$ cat config.mk
export PLATFORM = sky130hd
export DESIGN_NAME = triggered_table_envelope_interpolator_top
export DESIGN_NICKNAME = d
export VERILOG_FILES = /design/src/design/ttei_pkg.sv /design/src/design/ttei_ram.sv /design/src/design/ttei_div.sv /design/src/design/triggered_table_envelope_interpolator_top.sv
export SDC_FILE = /design/constraint.sdc
export NUM_CORES = 2
export LEC_CHECK = 0
export BUFFER_PORTS_ARGS = -buffer_cell sky130_fd_sc_hd__buf_2
export CORE_MARGIN = 1
export CORE_UTILIZATION = 45
export DETAILED_ROUTE_END_ITERATION = 12
export GPL_TIMING_DRIVEN = 0
export PLACE_DENSITY = 0.68
export RECOVER_POWER = 100
export SLEW_MARGIN = 20
export SYNTH_ARGS = -nofsm -noshare
export SYNTH_HDL_FRONTEND = slang
export SYNTH_SLANG_ARGS = --single-unit
$ cat constraint.sdc
create_clock -name clock -period 6 [get_ports clock]
set_input_delay 0.3 -clock clock [delete_from_list [all_inputs] [get_ports clock]]
set_output_delay 0.3 -clock clock [all_outputs]
set_load 0.05 [all_outputs]
$ cat src/design/ttei_pkg.sv
`default_nettype none

package ttei_pkg;

   localparam int LEVEL_BITS          = 16;
   localparam int INDEX_BITS          = 6;
   localparam int TICKS_BITS          = 8;
   localparam int TABLE_DEPTH_DEFAULT = 64;
   localparam logic [TICKS_BITS-1:0] TICKS_RESET = 8'd10;

   typedef enum logic [1:0] {
      OP_TICK    = 2'd0,
      OP_TRIGGER = 2'd1,
      OP_WRITE   = 2'd2,
      OP_NONE    = 2'd3
   } op_type;

   typedef struct packed {
      op_type                  op;
      logic [INDEX_BITS-1:0]   entry_index;
      logic [LEVEL_BITS-1:0]   entry_level;
      logic                    entry_null;
   } req_payload_type;

   typedef struct packed {
      logic [LEVEL_BITS-1:0]   level;
      logic                    level_null;
      logic                    active;
   } rsp_payload_type;

   typedef struct packed {
      logic                    is_null;
      logic [LEVEL_BITS-1:0]   lvl;
   } entry_type;

   typedef enum logic [3:0] {
      ST_CLEAR,
      ST_IDLE,
      ST_DECODE,
      ST_READ_A,
      ST_READ_B,
      ST_STEP,
      ST_DIVIDE,
      ST_READ_OUT,
      ST_MULTIPLY,
      ST_RESULT
   } state_type;

endpackage

`default_nettype wire

$ cat src/design/ttei_ram.sv
`default_nettype none

module ttei_ram #(
   parameter int WIDTH = 17,
   parameter int DEPTH = 64
) (
   input  wire logic                     clock,
   input  wire logic                     wr_en,
   input  wire logic [$clog2(DEPTH)-1:0] wr_addr,
   input  wire logic [WIDTH-1:0]         wr_data,
   input  wire logic [$clog2(DEPTH)-1:0] rd_addr,
   output logic      [WIDTH-1:0]         rd_data
);

   logic [WIDTH-1:0] mem [DEPTH];

   always_ff @(posedge clock) begin
      if (wr_en) begin
         mem[wr_addr] <= wr_data;
      end
      rd_data <= mem[rd_addr];
   end

endmodule

`default_nettype wire

$ cat src/design/ttei_div.sv
`default_nettype none

module ttei_div #(
   parameter int W = 16,
   parameter int D = 8
) (
   input  wire logic         clock,
   input  wire logic         reset,
   input  wire logic         start,
   input  wire logic [W-1:0] dividend,
   input  wire logic [D-1:0] divisor,
   output logic              done,
   output logic      [W-1:0] quotient
);

   localparam int CW = $clog2(W);

   logic [D-1:0]  rem_ff, rem_in;
   logic [W-1:0]  quo_ff, quo_in;
   logic [D-1:0]  dvs_ff, dvs_in;
   logic [CW-1:0] count_ff, count_in;
   logic          busy_ff, busy_in;
   logic          done_ff, done_in;
   logic [D:0]    trial;
   logic          fits;

   always_comb begin
      rem_in   = rem_ff;
      quo_in   = quo_ff;
      dvs_in   = dvs_ff;
      count_in = count_ff;
      busy_in  = busy_ff;
      done_in  = 1'b0;
      trial    = {rem_ff, quo_ff[W-1]};
      fits     = trial >= {1'b0, dvs_ff};
      if (start) begin
         rem_in   = '0;
         quo_in   = dividend;
         dvs_in   = divisor;
         count_in = '0;
         busy_in  = 1'b1;
      end else if (busy_ff) begin
         rem_in   = fits ? D'(trial - {1'b0, dvs_ff}) : D'(trial);
         quo_in   = {quo_ff[W-2:0], fits};
         count_in = count_ff + CW'(1);
         if (count_ff == CW'(W - 1)) begin
            busy_in = 1'b0;
            done_in = 1'b1;
         end
      end
   end

   always_ff @(posedge clock) begin
      if (reset) begin
         busy_ff  <= 1'b0;
         done_ff  <= 1'b0;
         count_ff <= '0;
      end else begin
         busy_ff  <= busy_in;
         done_ff  <= done_in;
         count_ff <= count_in;
      end
      rem_ff <= rem_in;
      quo_ff <= quo_in;
      dvs_ff <= dvs_in;
   end

   assign done     = done_ff;
   assign quotient = quo_ff;

endmodule

`default_nettype wire

$ cat src/design/triggered_table_envelope_interpolator_top.sv
`default_nettype none

// Channel   Direction  Handshake              Payload
// req       in         req_valid/req_ready    req_data  (op, entry_index, entry_level, entry_null)
// rsp       out        rsp_valid/rsp_ready    rsp_data  (level, level_null, active)
// csr       in         APB, pready always 1   ticks_per_entry at every csr_paddr
//
// One transfer is taken at a time. A write, a plain tick or a no-op passes through DECODE,
// READ_OUT, MULTIPLY and RESULT; once the output register is free its result is valid as req_ready returns high.
// A trigger or an entry boundary adds 2 table reads (READ_A, READ_B) and a STEP state,
// plus a serial divide unless the entry is the last one or either entry is null.
// After reset every table entry is swept to zero while req_ready is low.
// A result waits in an output register until rsp_ready takes it.

module triggered_table_envelope_interpolator_top
#(
   parameter int TABLE_DEPTH = ttei_pkg::TABLE_DEPTH_DEFAULT
) (
   input  wire logic                      clock,
   input  wire logic                      reset,
   input  wire logic                      req_valid,
   output logic                           req_ready,
   input  wire ttei_pkg::req_payload_type req_data,
   output logic                           rsp_valid,
   input  wire logic                      rsp_ready,
   output ttei_pkg::rsp_payload_type      rsp_data,
   input  wire logic                      csr_psel,
   input  wire logic                      csr_penable,
   input  wire logic                      csr_pwrite,
   input  wire logic [1:0]                csr_paddr,
   input  wire logic [31:0]               csr_pwdata,
   output logic      [31:0]               csr_prdata,
   output logic                           csr_pready
);

   import ttei_pkg::*;

   localparam int PW     = $clog2(TABLE_DEPTH);
   localparam int EW     = LEVEL_BITS + 1;
   localparam int PROD_W = LEVEL_BITS + 10;
   localparam int SUM_W  = LEVEL_BITS + 11;
   localparam logic [LEVEL_BITS-1:0] LEVEL_MAX = '1;

   state_type                      state_ff, state_in;
   logic [PW-1:0]                  clr_ff, clr_in;
   req_payload_type                item_ff, item_in;
   logic [PW-1:0]                  pos_ff, pos_in;
   logic                           playing_ff, playing_in;
   logic [TICKS_BITS-1:0]          tick_ff, tick_in;
   logic signed [EW-1:0]           step_ff, step_in;
   logic [TICKS_BITS-1:0]          ticks_ff, ticks_in;
   entry_type                      ent0_ff, ent0_in;
   logic                           neg_ff, neg_in;
   entry_type                      entry_ff, entry_in;
   logic signed [PROD_W-1:0]       prod_ff, prod_in;
   logic                           rsp_valid_ff, rsp_valid_in;
   rsp_payload_type                rsp_data_ff, rsp_data_in;

   logic                           ram_we;
   logic [PW-1:0]                  ram_waddr;
   entry_type                      ram_wdata;
   logic [PW-1:0]                  ram_raddr;
   entry_type                      ram_rdata;

   logic                           div_start;
   logic                           div_done;
   logic [LEVEL_BITS-1:0]          div_quotient;
   logic [LEVEL_BITS-1:0]          div_dividend;

   logic                           last_pos;
   logic [TICKS_BITS-1:0]          eff_ticks;
   logic [TICKS_BITS-1:0]          tick_next;
   logic signed [EW-1:0]           diff;
   logic signed [EW-1:0]           diff_abs;
   logic signed [EW-1:0]           quo_signed;
   logic signed [SUM_W-1:0]        sum;
   logic [LEVEL_BITS-1:0]          sat_level;

   ttei_ram #(
      .WIDTH (EW),
      .DEPTH (TABLE_DEPTH)
   ) u_table (
      .clock   (clock),
      .wr_en   (ram_we),
      .wr_addr (ram_waddr),
      .wr_data (ram_wdata),
      .rd_addr (ram_raddr),
      .rd_data (ram_rdata)
   );

   ttei_div #(
      .W (LEVEL_BITS),
      .D (TICKS_BITS)
   ) u_div (
      .clock    (clock),
      .reset    (reset),
      .start    (div_start),
      .dividend (div_dividend),
      .divisor  (eff_ticks),
      .done     (div_done),
      .quotient (div_quotient)
   );

   assign last_pos     = pos_ff == PW'(TABLE_DEPTH - 1);
   assign eff_ticks    = (ticks_ff == '0) ? TICKS_BITS'(1) : ticks_ff;
   assign tick_next    = tick_ff + TICKS_BITS'(1);
   assign diff         = $signed({1'b0, ram_rdata.lvl}) - $signed({1'b0, ent0_ff.lvl});
   assign diff_abs     = (diff < 0) ? -diff : diff;
   assign div_dividend = diff_abs[LEVEL_BITS-1:0];
   assign quo_signed   = neg_ff ? -$signed({1'b0, div_quotient}) : $signed({1'b0, div_quotient});
   assign sum          = SUM_W'($signed({1'b0, entry_ff.lvl})) + SUM_W'(prod_ff);

   always_comb begin
      if (sum < 0) begin
         sat_level = '0;
      end else if (sum > SUM_W'({1'b0, LEVEL_MAX})) begin
         sat_level = LEVEL_MAX;
      end else begin
         sat_level = sum[LEVEL_BITS-1:0];
      end
   end

   always_comb begin
      state_in     = state_ff;
      clr_in       = clr_ff;
      item_in      = item_ff;
      pos_in       = pos_ff;
      playing_in   = playing_ff;
      tick_in      = tick_ff;
      step_in      = step_ff;
      ticks_in     = ticks_ff;
      ent0_in      = ent0_ff;
      neg_in       = neg_ff;
      entry_in     = entry_ff;
      prod_in      = prod_ff;
      rsp_valid_in = rsp_valid_ff;
      rsp_data_in  = rsp_data_ff;
      ram_we       = 1'b0;
      ram_waddr    = clr_ff;
      ram_wdata    = '0;
      ram_raddr    = pos_ff;
      div_start    = 1'b0;

      if (csr_psel && csr_penable && csr_pwrite) begin
         ticks_in = csr_pwdata[TICKS_BITS-1:0];
      end
      if (rsp_valid_ff && rsp_ready) begin
         rsp_valid_in = 1'b0;
      end

      case (state_ff)
         ST_CLEAR: begin
            ram_we = 1'b1;
            clr_in = clr_ff + PW'(1);
            if (clr_ff == PW'(TABLE_DEPTH - 1)) begin
               state_in = ST_IDLE;
            end
         end
         ST_IDLE: begin
            if (req_valid) begin
               item_in  = req_data;
               state_in = ST_DECODE;
            end
         end
         ST_DECODE: begin
            state_in = ST_READ_OUT;
            case (item_ff.op)
               OP_TICK: begin
                  if (playing_ff) begin
                     if (tick_next >= eff_ticks) begin
                        tick_in = '0;
                        step_in = '0;
                        if (last_pos) begin
                           playing_in = 1'b0;
                           pos_in     = '0;
                        end else begin
                           pos_in   = pos_ff + PW'(1);
                           state_in = ST_READ_A;
                        end
                     end else begin
                        tick_in = tick_next;
                     end
                  end
               end
               OP_TRIGGER: begin
                  playing_in = 1'b1;
                  pos_in     = '0;
                  tick_in    = '0;
                  state_in   = ST_READ_A;
               end
               OP_WRITE: begin
                  ram_we    = 32'(item_ff.entry_index) < 32'(TABLE_DEPTH);
                  ram_waddr = PW'(item_ff.entry_index);
                  ram_wdata = {item_ff.entry_null, item_ff.entry_level};
               end
               OP_NONE: begin
                  state_in = ST_READ_OUT;
               end
               default: begin
                  state_in = ST_READ_OUT;
               end
            endcase
         end
         ST_READ_A: begin
            ram_raddr = pos_ff;
            state_in  = ST_READ_B;
         end
         ST_READ_B: begin
            ram_raddr = last_pos ? pos_ff : pos_ff + PW'(1);
            ent0_in   = ram_rdata;
            state_in  = ST_STEP;
         end
         ST_STEP: begin
            if (last_pos || ent0_ff.is_null || ram_rdata.is_null) begin
               step_in  = '0;
               state_in = ST_READ_OUT;
            end else begin
               div_start = 1'b1;
               neg_in    = diff < 0;
               state_in  = ST_DIVIDE;
            end
         end
         ST_DIVIDE: begin
            if (div_done) begin
               step_in  = quo_signed;
               state_in = ST_READ_OUT;
            end
         end
         ST_READ_OUT: begin
            ram_raddr = pos_ff;
            state_in  = ST_MULTIPLY;
         end
         ST_MULTIPLY: begin
            entry_in = ram_rdata;
            prod_in  = PROD_W'($signed({1'b0, tick_ff})) * PROD_W'(step_ff);
            state_in = ST_RESULT;
         end
         ST_RESULT: begin
            if (!rsp_valid_ff || rsp_ready) begin
               rsp_valid_in       = 1'b1;
               rsp_data_in.active = playing_ff;
               if (playing_ff && !entry_ff.is_null) begin
                  rsp_data_in.level      = sat_level;
                  rsp_data_in.level_null = 1'b0;
               end else begin
                  rsp_data_in.level      = '0;
                  rsp_data_in.level_null = 1'b1;
               end
               state_in = ST_IDLE;
            end
         end
         default: begin
            state_in = ST_IDLE;
         end
      endcase
   end

   always_ff @(posedge clock) begin
      if (reset) begin
         state_ff     <= ST_CLEAR;
         clr_ff       <= '0;
         pos_ff       <= '0;
         playing_ff   <= 1'b0;
         tick_ff      <= '0;
         step_ff      <= '0;
         ticks_ff     <= TICKS_RESET;
         rsp_valid_ff <= 1'b0;
      end else begin
         state_ff     <= state_in;
         clr_ff       <= clr_in;
         pos_ff       <= pos_in;
         playing_ff   <= playing_in;
         tick_ff      <= tick_in;
         step_ff      <= step_in;
         ticks_ff     <= ticks_in;
         rsp_valid_ff <= rsp_valid_in;
      end
      item_ff     <= item_in;
      ent0_ff     <= ent0_in;
      neg_ff      <= neg_in;
      entry_ff    <= entry_in;
      prod_ff     <= prod_in;
      rsp_data_ff <= rsp_data_in;
   end

   assign req_ready  = state_ff == ST_IDLE;
   assign rsp_valid  = rsp_valid_ff;
   assign rsp_data   = rsp_data_ff;
   assign csr_prdata = 32'(ticks_ff) | 32'(csr_paddr & 2'b00);
   assign csr_pready = 1'b1;

endmodule

`default_nettype wire
Word-level counts from Yosys, hierarchy flattened:

Memories as Yosys holds them, arrays and structs flattened. A register that Yosys moved wholly into a read port is not among the register bits.
Index checks and enable logic that the tools add are counted.

* bits in writable memories: 1088
* memories kept: 1
* word-level logic and storage cells: 150
* register bits: 193
* input port bits: 66
* output and inout port bits: 53

Memories
* u_table.mem: depth 64, width 17, rd ports 1, clocked after Yosys merged registers in 1, write ports 1, RTL line ttei_ram.sv:15 `logic [WIDTH-1:0] mem [DEPTH];`

* muxes and demuxes: 54
* $mul: 1
* reductions and logical operators: 26
* equal/unequal tests: 24
* order comparisons: 5
* bitwise operators: 3
* add/subtract/negate cells: 9

Operators by type and width (number)
* $mux 17: 8
* $mux 16: 4
* $pmux 17 s3: 1
* $mux 6: 7
* $pmux 4 s10: 1
* $mux 8: 4
* $add 17x26->27: 1
* $gt 27x16->1 const B: 1
* $lt 27x1->1 const B: 1
* $mul 9x17->26: 1
* $ne 2x2->1 const B: 9
* $lt 17x1->1 const B: 1
* $mux 1: 17
* $neg 16->17: 1
* $sub 16x16->17: 1
* $eq 4x3->1 const B: 4
* $mux 4: 4
* $neg 16->16: 1
* $pmux 8 s2: 1
* $add 6x1->6 const B: 2
* $eq 4x4->1 const B: 3
* $eq 6x6->1 const B: 2
* $pmux 6 s2: 1
* $ge 9x8->1: 1
* other kinds (27): 45

Longest topological paths before layout:

* word-level depth: 7
* mapped depth: 21
* gate-level depth less buffers: 20

Cells and area by module:

From an unflattened synthesis, not the netlist that was laid out.

* cell total of the unflattened synthesis: 3557
* area, all modules: 58018.1 um^2

By module, submodules not included
* ttei_ram: area each 42350.6 um^2, seq. area each 33011.7 um^2, cells each 1953, times used 1
* triggered_table_envelope_interpolator_top: area each 13689.4 um^2, seq. area each 4144.0 um^2, cells each 1424, times used 1
* ttei_div: area each 1978.1 um^2, seq. area each 1001.0 um^2, cells each 180, times used 1

Worst setup path after synthesis:

OpenSTA, ideal clock, no wires.

* kind: register to register
* start: register tick_ff[0]
* end: register prod_ff[25], data pin
* library setup time: 0.260 ns
* slack: 0.604 ns
* path buffers: 2
* arrival time: 5.136 ns
* period minus slack after synthesis: 5.396 ns
* data required time: 5.740 ns
* stages on the path, launching flop included: 20
* cell sequence: dfxtp_1 -> clkbuf_1 -> buf_1 -> nand2_1 -> fa_1 -> inv_1 -> fa_1 -> fa_1 -> inv_1 -> fa_1 -> inv_1 -> ha_1 -> a21o_1 -> or3_1 -> a41o_1 -> a21oi_1 -> a31oi_1 -> a211o_1 -> a21oi_1 -> xnor2_1

* longest elaborated chain between the ends: 1

RTL lines
* start, declared: RTL line triggered_table_envelope_interpolator_top.sv:49 `logic [TICKS_BITS-1:0] tick_ff, tick_in;`
* start signal, assigned: RTL line triggered_table_envelope_interpolator_top.sv:273 `tick_ff <= tick_in;`
* $mul 9x17->26: RTL line triggered_table_envelope_interpolator_top.sv:235 `prod_in = PROD_W'($signed({1'b0, tick_ff})) * PROD_W'(step_ff);`
* end signal, assigned: RTL line triggered_table_envelope_interpolator_top.sv:282 `prod_ff <= prod_in;`
* end, declared: RTL line triggered_table_envelope_interpolator_top.sv:55 `logic signed [PROD_W-1:0] prod_ff, prod_in;`

Every way passes these cells.
A chain may end at the register's enable or synchronous reset.

==> run_results.csv <==
group,metric,value,unit
hold_path,hold_depth,3,
grt,grt_max_degree,65,
timing,finalSetupViolations,0,
clock_tree,clkSinkCount,1298,
worst_setup_path,cp_max_fo,36,
worst_setup_path,worstReg2RegEnd,"u_table.mem[43][6]",
timing,rsz0062_at_grt,"no",
logic_synthesis,synth-main-ff-cell,"edfxtp_1",
hold_path,min_path_type,"primary input to flip-flop",
floorplan,rows,130,
clock_tree,cts-htree-levels,4,
routing,routed_wl,135,mm
logic_synthesis,syn_avg_cell_area,17.2,µm²
grt,grt_first_pass_wirelength,201,mm
timing,fin_tns_setup,0,ns
timing,worst_pin_slew,2.83,ns
floorplan,initial_utilization,0.455,
worst_setup_path,cp-start-kind,"flip-flop",
timing,skew,0.0427,ns
grt,track_usage,0.210,
cells_and_area,drive_above_1_share,0.189,
grt,first_global_vias,30900,
worst_setup_path,ff2ff_setup_slack,0.22,ns
logic_synthesis,synth_async_sr_flop_share,0,
worst_setup_path,reg2reg_from,"state_ff[1]",
logic_synthesis,yosys-top-cells-area,"edfxtp_1 64%, mux4_2 13%, fa_1 3.9%",
logic_synthesis,syn_area,57400,µm²
routing,num_vias,30700,
power,powerDensity,288,nW/µm²
routing,dr.pass1.iters,6,
clock_tree,ctsRootBufferMaster,"clkbuf_16",
place,dp_hpwl,90.9,mm
logic_synthesis,ys_warn_count,0,
timing,layout_setup_ws,0.221,ns
logic_synthesis,synth_cells,3327,
routing,routedWlPerCell,25.0,µm
timing,drv_slew,890,
clock_tree,clk-insertion-delay-late,0.76,ns
worst_setup_path,cp.required,6.47,ns
routing,drtIter0Drc,2928,
routing,postRouteAntennaNets,0,
power,comb_power_share,0.030,
grt,grt_overflow,0,
timing,hold_viol,0,
grt,antenna_found_initial,7,
clock_tree,clockBufferDepth,3,
hold_path,holdPathEnd,"step_ff[0]",
logic_synthesis,synth-edff-count,1216,
cells_and_area,area_growth,13.0,%
worst_setup_path,critical_path_class,"flip-flop to flip-flop",
routing,drt_drc_violations_left,0,
clock_tree,cts_buffers,133,
logic_synthesis,synth_cell_types,75,
power,total_power,0.0186,W
cells_and_area,num-nets-final,3934,
clock_tree,cts.clk_slew.worst_paths,0.06,ns
logic_synthesis,yosys_register_bits,1298,
timing,finalCritPeriodShare,0.963,
power,p_int,0.0147,W
floorplan,die_w,359,µm
job,timing.max_cap.violations,34,
logic_synthesis,synth_top_area_frac,0.636,
place,portBuffers,66,
place,gp_congestion,0.854,
floorplan,core,126000,µm²
power,leakage,20.7,nW
floorplan,dieHeight,359,µm
worst_setup_path,r2r_cells,8,
logic_synthesis,ys_seq_area_frac,0.665,
power,clockPowerShare,0.440,
clock_tree,cts_tree,"yes",
timing,fin_crit,5.78,ns
power,power.switching,0.00392,W
floorplan,die_area,129000,µm²
outcome,outcome,"finished, violations left",
worst_setup_path,cp-end-kind,"flip-flop",
timing,slew-limit-headroom,-0.885,
place,place_inst,5125,
hold_path,hp-start,"reset",
power,power.ir.vdd_worst,307,µV
power,sequentialPowerShare,0.530,
outcome,violations,"capacitance limit, slew limit",
timing,fmax,173,MHz
floorplan,io_pins,119,
worst_setup_path,worstPathArrival,6.25,ns
routing,drt-vias-per-instance,5.68,
logic_synthesis,synth_area_leader_cell,"edfxtp_1",
power,switching_share,0.210,
place,place_ws,-0.303,ns
cells_and_area,final_cells,5411,
[cell families after synthesis]
| group | Yosys count | synth area share |
|---|---|---|
| other cells | 2 | 0.000131 |
| simple gates | 624 | 0.0532 |
| flops | 1298 | 0.665 |
| xor+xnor | 90 | 0.0137 |
| buf+inv | 382 | 0.0285 |
| compound gates | 324 | 0.0351 |
| fa+ha+maj | 218 | 0.0621 |
| mux | 389 | 0.142 |
[routing by layer]
layer  track usage  wire (µm)  vias up
met5             0          9        -
met4        0.0635       3710        2
met3        0.0396      10500      214
met2         0.339      65000     1158
met1         0.291      55900    15900
li1              -          -    13400
[registers in the layout, summed over array words and instances (netlist names), 16 cells and up]
| signal | cells |
|---|---|
| ent0_ff | 17 |
| item_ff | 25 |
| step_ff | 17 |
| rsp_data | 18 |
| u_table.rd_data | 17 |
| prod_ff | 26 |
| entry_ff | 17 |
| u_table.mem | 1088 |
| u_div.quotient | 16 |
[how the worst max path moves through the flow]
stage / start / endpoint / slack [ns]
after floorplan: tick_ff[0] / prod_ff[25] / 0.60
after global placement: tick_ff[0] / prod_ff[25] / -0.27
after detailed placement: tick_ff[0] / prod_ff[25] / -0.30
after CTS: tick_ff[2] / prod_ff[25] / 0.006
after global routing: tick_ff[6] / prod_ff[25] / 0.004
final: state_ff[1] / u_table.mem[43][6] / 0.22
[power by group through the flow]
stage	Sequential, W	Combinational, W	Clock, W
6_report	0.00988	0.000553	0.00821
5_1_grt	0.00988	0.000597	0.00865
4_1_cts	0.00988	0.000571	0.00833
3_5_place_dp	0.0101	0.000548	0
3_3_place_gp	0.0101	0.000524	0
2_1_floorplan	0.0101	0.000368	0
[layout by cell type (no fill, tap or decap), drive strengths merged, types with 15 or more instances in the layout]
cell type / netlist / routed
mux2: 20 / 20
fa: 111 / 111
nor2: 164 / 164
mux2i: 29 / 29
edfxtp: 1216 / 1216
buf: 102 / 136
nand3b: 25 / 25
xnor2: 46 / 46
ha: 107 / 107
nand2: 189 / 189
nand2b: 24 / 24
clkbuf: 70 / 321
clkinv: 0 / 63
and2: 97 / 97
inv: 210 / 215
and3: 15 / 15
a21o: 22 / 22
xor2: 44 / 44
o31ai: 20 / 20
o21ai: 85 / 85
dfxtp: 82 / 82
nor3: 22 / 22
mux4: 340 / 340
nand3: 25 / 25
a21oi: 104 / 104
conb: 2 / 25
dlygate4sd3: 0 / 41
[through the flow]
stage / instance area (µm²) / utilization / hold slack (ns)
after floorplan: 57500 / - / 0.399
after global placement: 59900 / 0.475 / 0.449
after detailed placement: 61100 / 0.485 / 0.462
after CTS: 65800 / 0.522 / 0.103
after global routing: 64900 / 0.514 / 0.177
final: 64900 / 0.515 / 0.142
[worst max-delay path, cell delays in order, from the launching register on]
cell and delay [ns]:
dfxtp_1 0.32, clkbuf_1 0.35, nand3b_1 0.27, nor3b_1 1.18, clkbuf_1 0.43, clkbuf_1 0.34, clkbuf_1 0.67, and2_1 1.16
clkbuf_4 0.69
[Yosys cell counts (all sizes together) (4+ instances only)]
library cell	instances
o21a	12
o21bai	5
or2	5
o21ai	85
edfxtp	1216
inv	210
a21o	22
a211o	7
nand4	14
o41ai	4
nand3b	25
nor4	7
a21oi	104
a22oi	4
ha	107
buf	102
o31ai	20
nand3	25
mux2i	29
and3	15
nand2b	24
mux4	340
a21boi	4
o31a	4
clkbuf	70
and2	97
nor2	164
a211oi	14
xnor2	46
mux2	20
dfxtp	82
o211ai	4
or3	12
xor2	44
nor3	22
nand2	189
fa	111
a31oi	8
nor2b	11
[what timing repair did]
action                     in CTS  in global routing
resized for setup               4                 12
setup endpoints to repair       3                  4
hold buffers                   41                  0
setup buffers                   0                  0
hold endpoints to repair       35                  0
[final cells by class]
cell class | instances | area [µm²]
diodes | 2 | 5.00
plain buffers | 171 | 848
clock buffers | 161 | 3540
clock inverters | 83 | 802
fillers | 10100 | 61200
inverters | 210 | 788
multi-input cells | 1670 | 17700
flip-flops and latches | 1298 | 38200
well taps | 1650 | 2060
repair buffers | 166 | 978
(Power assumes the default switching activity.)
